[config.mk]
export PLATFORM = sky130hd
export DESIGN_NAME = humidity_temp_sensor_poller_unit
export DESIGN_NICKNAME = d
export VERILOG_FILES = /design/src/rtl/htsp_pkg.sv /design/src/rtl/humidity_temp_sensor_poller_unit.sv
export VERILOG_INCLUDE_DIRS = /design/src /design/src/rtl
export SDC_FILE = /design/constraint.sdc
export NUM_CORES = 1
export LEC_CHECK = 0
export ABC_AREA = 1
export ABC_CLOCK_PERIOD_IN_PS = 20200
export BUFFER_PORTS_ARGS = -buffer_cell sky130_fd_sc_hd__buf_2
export CORE_AREA = 4 4 195 197
export CTS_BUF_LIST = sky130_fd_sc_hd__clkbuf_16
export CTS_CLUSTER_DIAMETER = 100
export DETAILED_ROUTE_END_ITERATION = 10
export DIE_AREA = 0 0 199 201
export GPL_TIMING_DRIVEN = 0
export PLACE_DENSITY = 0.55
export SLEW_MARGIN = 15
export SYNTH_ARGS = -nofsm -noshare
export SYNTH_HDL_FRONTEND = slang
export SYNTH_SLANG_ARGS = --single-unit
[constraint.sdc]
create_clock -name clk -period 20.2 [get_ports clk]
set_clock_uncertainty 0.1 [all_clocks]
set_input_delay 1.01 -clock clk [delete_from_list [all_inputs] [get_ports clk]]
set_output_delay 1.01 -clock clk [all_outputs]
set_load 0.02 [all_outputs]
[src/rtl/assert_macros.svh]
// ---------------------------------------------------------------------------
// Assertion macros
// Shared concurrent assertion forms for the RTL. Each use names the clock and
// the active-low synchronous reset of the module that asserts.
// ---------------------------------------------------------------------------
`ifndef ASSERT_MACROS_SVH
`define ASSERT_MACROS_SVH

// The consequent must hold in the same cycle as the antecedent.
`define ASSERT_SAME(label, clk_i, rstn_i, ante, cons) \
  label: assert property (@(posedge clk_i) disable iff (!rstn_i) (ante) |-> (cons)) \
    else $error("assertion failed: same-cycle implication");

// The consequent must hold in the cycle after the antecedent.
`define ASSERT_NEXT(label, clk_i, rstn_i, ante, cons) \
  label: assert property (@(posedge clk_i) disable iff (!rstn_i) (ante) |=> (cons)) \
    else $error("assertion failed: next-cycle implication");

`endif

[src/rtl/htsp_pkg.sv]
// ---------------------------------------------------------------------------
// htsp_pkg
// Types and constants for the humidity and temperature sensor poller.
// ---------------------------------------------------------------------------
`timescale 1ns / 1ps
`default_nettype none

package htsp_pkg;

  localparam logic [7:0] CMD_SOFT_RESET = 8'hFE;
  localparam logic [7:0] CMD_TEMP       = 8'hF3;
  localparam logic [7:0] CMD_HUMID      = 8'hF5;
  localparam logic [7:0] CMD_NONE       = 8'h00;

  localparam logic [1:0] KIND_WRITE = 2'd0;
  localparam logic [1:0] KIND_READ  = 2'd1;
  localparam logic [1:0] KIND_TEMP  = 2'd2;
  localparam logic [1:0] KIND_HUMID = 2'd3;

  localparam logic [1:0] CFG_POLL_INTERVAL = 2'd0;
  localparam logic [1:0] CFG_TEMP_WAIT     = 2'd1;
  localparam logic [1:0] CFG_HUMID_WAIT    = 2'd2;

  localparam logic [15:0] POLL_INTERVAL_RST = 16'd21094;
  localparam logic [7:0]  TEMP_WAIT_RST     = 8'd50;
  localparam logic [7:0]  HUMID_WAIT_RST    = 8'd16;

  localparam logic [14:0] TEMP_SCALE   = 15'd17572;
  localparam logic [14:0] HUMID_SCALE  = 15'd1250;
  localparam logic [15:0] TEMP_OFFSET  = 16'd4685;
  localparam logic [15:0] HUMID_OFFSET = 16'd60;
  localparam logic [7:0]  LOW_MASK     = 8'hFC;

  typedef enum logic [7:0] {
    PH_IDLE_TEMP = 8'b0000_0001,
    PH_TEMP_CMD  = 8'b0000_0010,
    PH_TEMP_WAIT = 8'b0000_0100,
    PH_TEMP_READ = 8'b0000_1000,
    PH_HUM_CMD   = 8'b0001_0000,
    PH_HUM_WAIT  = 8'b0010_0000,
    PH_HUM_READ  = 8'b0100_0000,
    PH_RESETTING = 8'b1000_0000
  } phase_t;

  typedef struct packed {
    logic [1:0]         kind;
    logic [7:0]         command;
    logic signed [14:0] reading;
    logic               last;
  } result_t;

endpackage

`default_nettype wire

[src/rtl/humidity_temp_sensor_poller_unit.sv]
// ---------------------------------------------------------------------------
// humidity_temp_sensor_poller_unit
// Poll sequencer for a combined humidity and temperature sensor on a
// two-wire bus, with conversion of the readings to fixed-point units.
// ---------------------------------------------------------------------------
// The results of an accepted transaction are written into the registers of
// the result queue. Throughput: one input transaction per cycle; the
// four-entry result queue stalls the input when fewer than two entries are
// free. Reset clears the phase, countdown and queue and restores the
// register defaults; no clearing pass is needed.
`timescale 1ns / 1ps
`default_nettype none

`include "assert_macros.svh"

module humidity_temp_sensor_poller_unit (
  input  wire logic               clk,
  input  wire logic               rst_n,
  input  wire logic               in_valid,
  output logic                    in_stall,
  input  wire logic               in_func,
  input  wire logic               in_ok,
  input  wire logic [7:0]         in_data_high,
  input  wire logic [7:0]         in_data_low,
  output logic                    out_valid,
  input  wire logic               out_stall,
  output logic [1:0]              out_kind,
  output logic [7:0]              out_command,
  output logic signed [14:0]      out_reading,
  output logic                    out_last,
  input  wire logic               cfg_valid,
  output logic                    cfg_ready,
  input  wire logic [1:0]         cfg_index,
  input  wire logic [15:0]        cfg_data
);

  logic [15:0] poll_r;
  logic [7:0]  twait_r;
  logic [7:0]  hwait_r;

  htsp_pkg::phase_t phase_r, phase_nxt;
  logic [15:0] countdown_r, countdown_nxt;

  htsp_pkg::result_t fifo_r [4];
  logic [1:0] head_r, tail_r;
  logic [2:0] cnt_r, cnt_nxt;

  logic in_acc, out_acc;
  logic [1:0] push_n;
  htsp_pkg::result_t res0, res1;

  logic [15:0] raw;
  logic [14:0] scale;
  logic [15:0] offset;
  logic [30:0] product;
  logic [15:0] conv;
  logic [15:0] cd_dec;
  logic        is_wait;

  assign cfg_ready = 1'b1;
  assign in_stall  = (cnt_r > 3'd2);
  assign in_acc    = in_valid && !in_stall;
  assign out_valid = (cnt_r != 3'd0);
  assign out_acc   = out_valid && !out_stall;

  assign out_kind    = fifo_r[head_r].kind;
  assign out_command = fifo_r[head_r].command;
  assign out_reading = fifo_r[head_r].reading;
  assign out_last    = fifo_r[head_r].last;

  always_ff @(posedge clk) begin
    if (!rst_n) begin
      poll_r  <= htsp_pkg::POLL_INTERVAL_RST;
      twait_r <= htsp_pkg::TEMP_WAIT_RST;
      hwait_r <= htsp_pkg::HUMID_WAIT_RST;
    end else if (cfg_valid && cfg_ready) begin
      case (cfg_index)
        htsp_pkg::CFG_POLL_INTERVAL: poll_r  <= cfg_data;
        htsp_pkg::CFG_TEMP_WAIT:     twait_r <= cfg_data[7:0];
        htsp_pkg::CFG_HUMID_WAIT:    hwait_r <= cfg_data[7:0];
        default: ;
      endcase
    end
  end

  assign raw     = {in_data_high, in_data_low & htsp_pkg::LOW_MASK};
  assign scale   = (phase_r == htsp_pkg::PH_HUM_READ) ? htsp_pkg::HUMID_SCALE
                                                      : htsp_pkg::TEMP_SCALE;
  assign offset  = (phase_r == htsp_pkg::PH_HUM_READ) ? htsp_pkg::HUMID_OFFSET
                                                      : htsp_pkg::TEMP_OFFSET;
  assign product = 31'(raw) * 31'(scale);
  assign conv    = {1'b0, product[30:16]} - offset;
  assign cd_dec  = (countdown_r != 16'd0) ? countdown_r - 16'd1 : 16'd0;
  assign is_wait = (phase_r == htsp_pkg::PH_IDLE_TEMP) ||
                   (phase_r == htsp_pkg::PH_TEMP_WAIT) ||
                   (phase_r == htsp_pkg::PH_HUM_WAIT);

  always_comb begin
    phase_nxt     = phase_r;
    countdown_nxt = countdown_r;
    push_n        = 2'd0;
    res0          = '{kind: htsp_pkg::KIND_WRITE, command: htsp_pkg::CMD_NONE,
                      reading: 15'sd0, last: 1'b1};
    res1          = res0;
    if (!in_func) begin
      if (is_wait) begin
        countdown_nxt = cd_dec;
        if (cd_dec == 16'd0) begin
          push_n = 2'd1;
          if (phase_r == htsp_pkg::PH_IDLE_TEMP) begin
            res0.command = htsp_pkg::CMD_TEMP;
            phase_nxt    = htsp_pkg::PH_TEMP_CMD;
          end else begin
            res0.kind = htsp_pkg::KIND_READ;
            phase_nxt = (phase_r == htsp_pkg::PH_TEMP_WAIT) ? htsp_pkg::PH_TEMP_READ
                                                            : htsp_pkg::PH_HUM_READ;
          end
        end
      end
    end else begin
      case (phase_r)
        htsp_pkg::PH_TEMP_CMD, htsp_pkg::PH_HUM_CMD: begin
          if (!in_ok) begin
            push_n        = 2'd1;
            res0.command  = htsp_pkg::CMD_SOFT_RESET;
            phase_nxt     = htsp_pkg::PH_RESETTING;
            countdown_nxt = 16'd0;
          end else if (phase_r == htsp_pkg::PH_TEMP_CMD) begin
            countdown_nxt = {8'd0, twait_r};
            phase_nxt     = htsp_pkg::PH_TEMP_WAIT;
          end else begin
            countdown_nxt = {8'd0, hwait_r};
            phase_nxt     = htsp_pkg::PH_HUM_WAIT;
          end
        end
        htsp_pkg::PH_TEMP_READ: begin
          push_n = 2'd1;
          if (!in_ok || in_data_low[1]) begin
            res0.command  = htsp_pkg::CMD_SOFT_RESET;
            phase_nxt     = htsp_pkg::PH_RESETTING;
            countdown_nxt = 16'd0;
          end else begin
            push_n       = 2'd2;
            res0.kind    = htsp_pkg::KIND_TEMP;
            res0.reading = signed'(conv[14:0]);
            res0.last    = 1'b0;
            res1.command = htsp_pkg::CMD_HUMID;
            phase_nxt    = htsp_pkg::PH_HUM_CMD;
          end
        end
        htsp_pkg::PH_HUM_READ: begin
          push_n = 2'd1;
          if (!in_ok || !in_data_low[1]) begin
            res0.command  = htsp_pkg::CMD_SOFT_RESET;
            phase_nxt     = htsp_pkg::PH_RESETTING;
            countdown_nxt = 16'd0;
          end else begin
            res0.kind     = htsp_pkg::KIND_HUMID;
            res0.reading  = signed'(conv[14:0]);
            countdown_nxt = poll_r;
            phase_nxt     = htsp_pkg::PH_IDLE_TEMP;
          end
        end
        htsp_pkg::PH_RESETTING: begin
          countdown_nxt = poll_r;
          phase_nxt     = htsp_pkg::PH_IDLE_TEMP;
        end
        default: ;
      endcase
    end
  end

  assign cnt_nxt = cnt_r + (in_acc ? {1'b0, push_n} : 3'd0) - {2'd0, out_acc};

  always_ff @(posedge clk) begin
    if (!rst_n) begin
      phase_r     <= htsp_pkg::PH_IDLE_TEMP;
      countdown_r <= 16'd0;
      head_r      <= 2'd0;
      tail_r      <= 2'd0;
      cnt_r       <= 3'd0;
    end else begin
      if (in_acc) begin
        phase_r     <= phase_nxt;
        countdown_r <= countdown_nxt;
        tail_r      <= tail_r + push_n;
      end
      if (out_acc) begin
        head_r <= head_r + 2'd1;
      end
      cnt_r <= cnt_nxt;
    end
  end

  always_ff @(posedge clk) begin
    if (in_acc && (push_n != 2'd0)) begin
      fifo_r[tail_r] <= res0;
    end
    if (in_acc && (push_n == 2'd2)) begin
      fifo_r[tail_r + 2'd1] <= res1;
    end
  end

  `ASSERT_SAME(a_cnt_bound, clk, rst_n, 1'b1, cnt_r <= 3'd4)
  `ASSERT_SAME(a_room_on_accept, clk, rst_n, in_acc, cnt_r <= 3'd2)
  `ASSERT_SAME(a_pair_first_not_last, clk, rst_n, in_acc && (push_n == 2'd2), !res0.last)
  `ASSERT_SAME(a_busy_no_countdown, clk, rst_n, !is_wait, countdown_r == 16'd0)

endmodule

`default_nettype wire
==> qor.csv <==
metric,value,unit
status,finished clean,
Max Cap Violations,0,
number of global-route vias before repair,10149,
Worst Min Path Start,fifo_r[1][7],
vias per inst,4.75,
Die Wd,199,um
worst reg-to-reg path cell count,34,
Slew Limit Fails,0,
WL/cell,14.5,um
Antenna diodes,0,
Critical R2R Launch,phase_r[0],
period utilization,0.400,
Worst path most repeated cell,nand2_1,
Die ar.,40000,sq um
# Post-CTS Setup Buffers,0,
dpl hpwl,25.3,mm
sequential power share,0.228,
TritonCTS clock tree,built,
worst setup path category,reg -> reg,
pwr/cell area,125,nW/um^2
Leak Pwr,0.00681,uW
total CTS buffers,17,
Cell Int Power,867,uW
crit path DAT,8.35,ns
final wirelength,32.1,mm
Clock Power Share,0.199,
setup TNS,0,ns
drc violations,0,
Starting Density,0.318,
#FFs+latches synth,157,
top_reg_cell synth,dfxtp_1,
"slowest stage delay, CP",0.70,ns
Detail Route Antenna Nets,0,
Crit Path Max Fanout,12,
ratio of cells with drive above 1 in the final layout,0.0850,
drt initial violations,629,
fillers,3945,
wire length of the first global-routing pass,52.8,mm
post-synth cell types,46,
max frequency,124,MHz
nets,1931,
latest clock arrival within the worst-skew pair,0.43,ns
CTS resizes,0,
Crit path required time,20.48,ns
# setup viols final,0,
Worst-path clk slew,0.07,ns
CTS H-Tree Depth,4,
hold-fix buffers at CTS,0,
routability cong.,0.908,
Tmin final,8.07,ns
hold endpoint,fifo_r[1][7],
Tot GR Track Use,0.162,
Mapped Area,11500,sq um
initial antenna violation count,0,
Clock Tree Root,clkbuf_16,
largest net degree at the start of global routing,17,
worst hold stages,2,
"commonest cells after routing, fill and taps aside","368 x nand2_1, 276 x inv_1, 178 x nor2_1, 145 x dfxtp_1, 113 x ha_1",
relative slew slack,0.365,
ys async rst share,0,
Final Hold Viols,0,
Area Growth Syn to Fin,13.3,%
register area share after synthesis,0.283,
Post-synth EDFFs,12,
total number of vias,10496,
grt ovf,0,
yosys warns,0,
I/O Buffers,65,
RSZ-0062 raised after global routing,false,
Reg2Reg Setup Slack,12.13,ns
Die Ht,201,um
clock tree buffer depth,2,
core area,36300,sq um
Worst R2R End,fifo_r[3][14],
"commonest non-fill, non-tap cell in the layout",nand2_1,
Core Rows,70,
slowest library cell on the worst path,clkbuf_1,
clock sink total,157,
Mapped Avg Cell Area,7.06,sq um
Comb pwr share,0.573,
Critical Path Sink Type,flip-flop,
nature of the critical path startpoint,flip-flop,
io pins,70,
Peak VDD IR,0.0000770,V
drt pass-1 iters,5,
Worst-Margin Slew,0.946,ns
sw frac,0.471,
total power draw,1640,uW
switching power total,771,uW
hold crit path type,reg -> reg,
cells after synthesis,1635,
[critical path, delay by kind of cell (launching register included)]
family | cells | cell delay [ns]
buf+inv | 7 | 1.46
fa+ha+maj | 8 | 3.39
flops | 1 | 0.34
simple gates | 14 | 1.83
xor+xnor | 1 | 0.18
compound gates | 4 | 0.68
[routing by layer]
| metal | vias to the layer above | part of all wire | GRT usage | wire, um |
|---|---|---|---|---|
| met1 | 4832 | 0.49 | 0.228 | 15600 |
| li1 | 5423 | - | - | - |
| met4 | 0 | 0.012 | 0.0379 | 399 |
| met2 | 215 | 0.46 | 0.263 | 14700 |
| met3 | 26 | 0.044 | 0.0255 | 1420 |
| met5 | - | 0 | 0 | 0 |
[cells by family (layout without fill, tap and decap cells)]
kind of cell,after synthesis,in the layout,synth area share
other,2,11,0.000651
flip-flops,157,157,0.283
XOR/XNOR,11,11,0.00835
buffers and inverters,333,430,0.116
adder cells (fa/ha/maj),162,162,0.207
AO/OA/AOI/OAI,282,282,0.135
AND/OR/NAND/NOR,688,688,0.250
[cell type report]
class                           count  area (sq um)  area share
Multi-Input combinational cell   1154          6980       0.534
Sequential cell                   157          3260       0.249
Inverter                          285          1070      0.0818
Tap cell                          468           586      0.0448
Clock buffer                       18           450      0.0344
Timing Repair Buffer               65           325      0.0249
Buffer                             48           267      0.0204
Clock inverter                     14           140      0.0107
[synthesized netlist by cell type (all sizes together) (4+ instances only)]
| master | count | share of area |
|---|---|---|
| a21oi | 91 | 0.041 |
| buf | 18 | 0.013 |
| edfxtp | 12 | 0.031 |
| inv | 283 | 0.092 |
| fa | 49 | 0.085 |
| a211oi | 4 | 0.0026 |
| nor3 | 11 | 0.0052 |
| o22ai | 54 | 0.029 |
| o21ai | 108 | 0.047 |
| ha | 113 | 0.12 |
| nor2 | 181 | 0.060 |
| a31oi | 11 | 0.0060 |
| xnor2 | 8 | 0.0061 |
| clkbuf | 30 | 0.0098 |
| or2 | 7 | 0.0038 |
| nand4 | 23 | 0.012 |
| nand3 | 78 | 0.036 |
| nand2 | 379 | 0.13 |
| dfxtp | 145 | 0.25 |
[worst max-delay path by stage]
stage / to / from / cells past startpoint / slack [ns]
3_5_place_dp: fifo_r[0][14] / phase_r[0] / 34 / 12.16
3_3_place_gp: fifo_r[0][14] / phase_r[0] / 34 / 12.17
4_1_cts: fifo_r[0][14] / phase_r[0] / 34 / 12.11
5_1_grt: fifo_r[0][14] / phase_r[0] / 34 / 11.47
6_report: fifo_r[3][14] / phase_r[0] / 34 / 12.13
2_1_floorplan: fifo_r[0][14] / phase_r[0] / 36 / 13.58
[sequential cells by signal (all words and copies together) (netlist names), named ones only]
signal	flops
head_r	2
poll_r	16
hwait_r	8
phase_r	8
tail_r	2
countdown_r	16
fifo_r	92
twait_r	8
cnt_r	3
[power by group through the flow]
stage / Sequential (uW) / Combinational [uW] / Clock, uW
6_report: 374 / 939 / 326
5_1_grt: 378 / 1090 / 347
4_1_cts: 373 / 944 / 332
3_5_place_dp: 380 / 934 / 0
3_3_place_gp: 379 / 929 / 0
2_1_floorplan: 373 / 702 / 0
[metrics by stage]
step	worst slack [ns]	utilization	cell area [sq um]	cells	hold WS, ns
3_5_place_dp	12.16	0.344	12500	2177	0.327
6_report	12.13	0.361	13100	2209	0.339
3_3_place_gp	12.17	0.344	12500	2177	0.322
5_1_grt	11.47	0.361	13100	2209	0.364
2_1_floorplan	13.58	-	11600	1644	0.314
4_1_cts	12.11	0.361	13100	2209	0.344
Power figures use the tool's default switching activity.
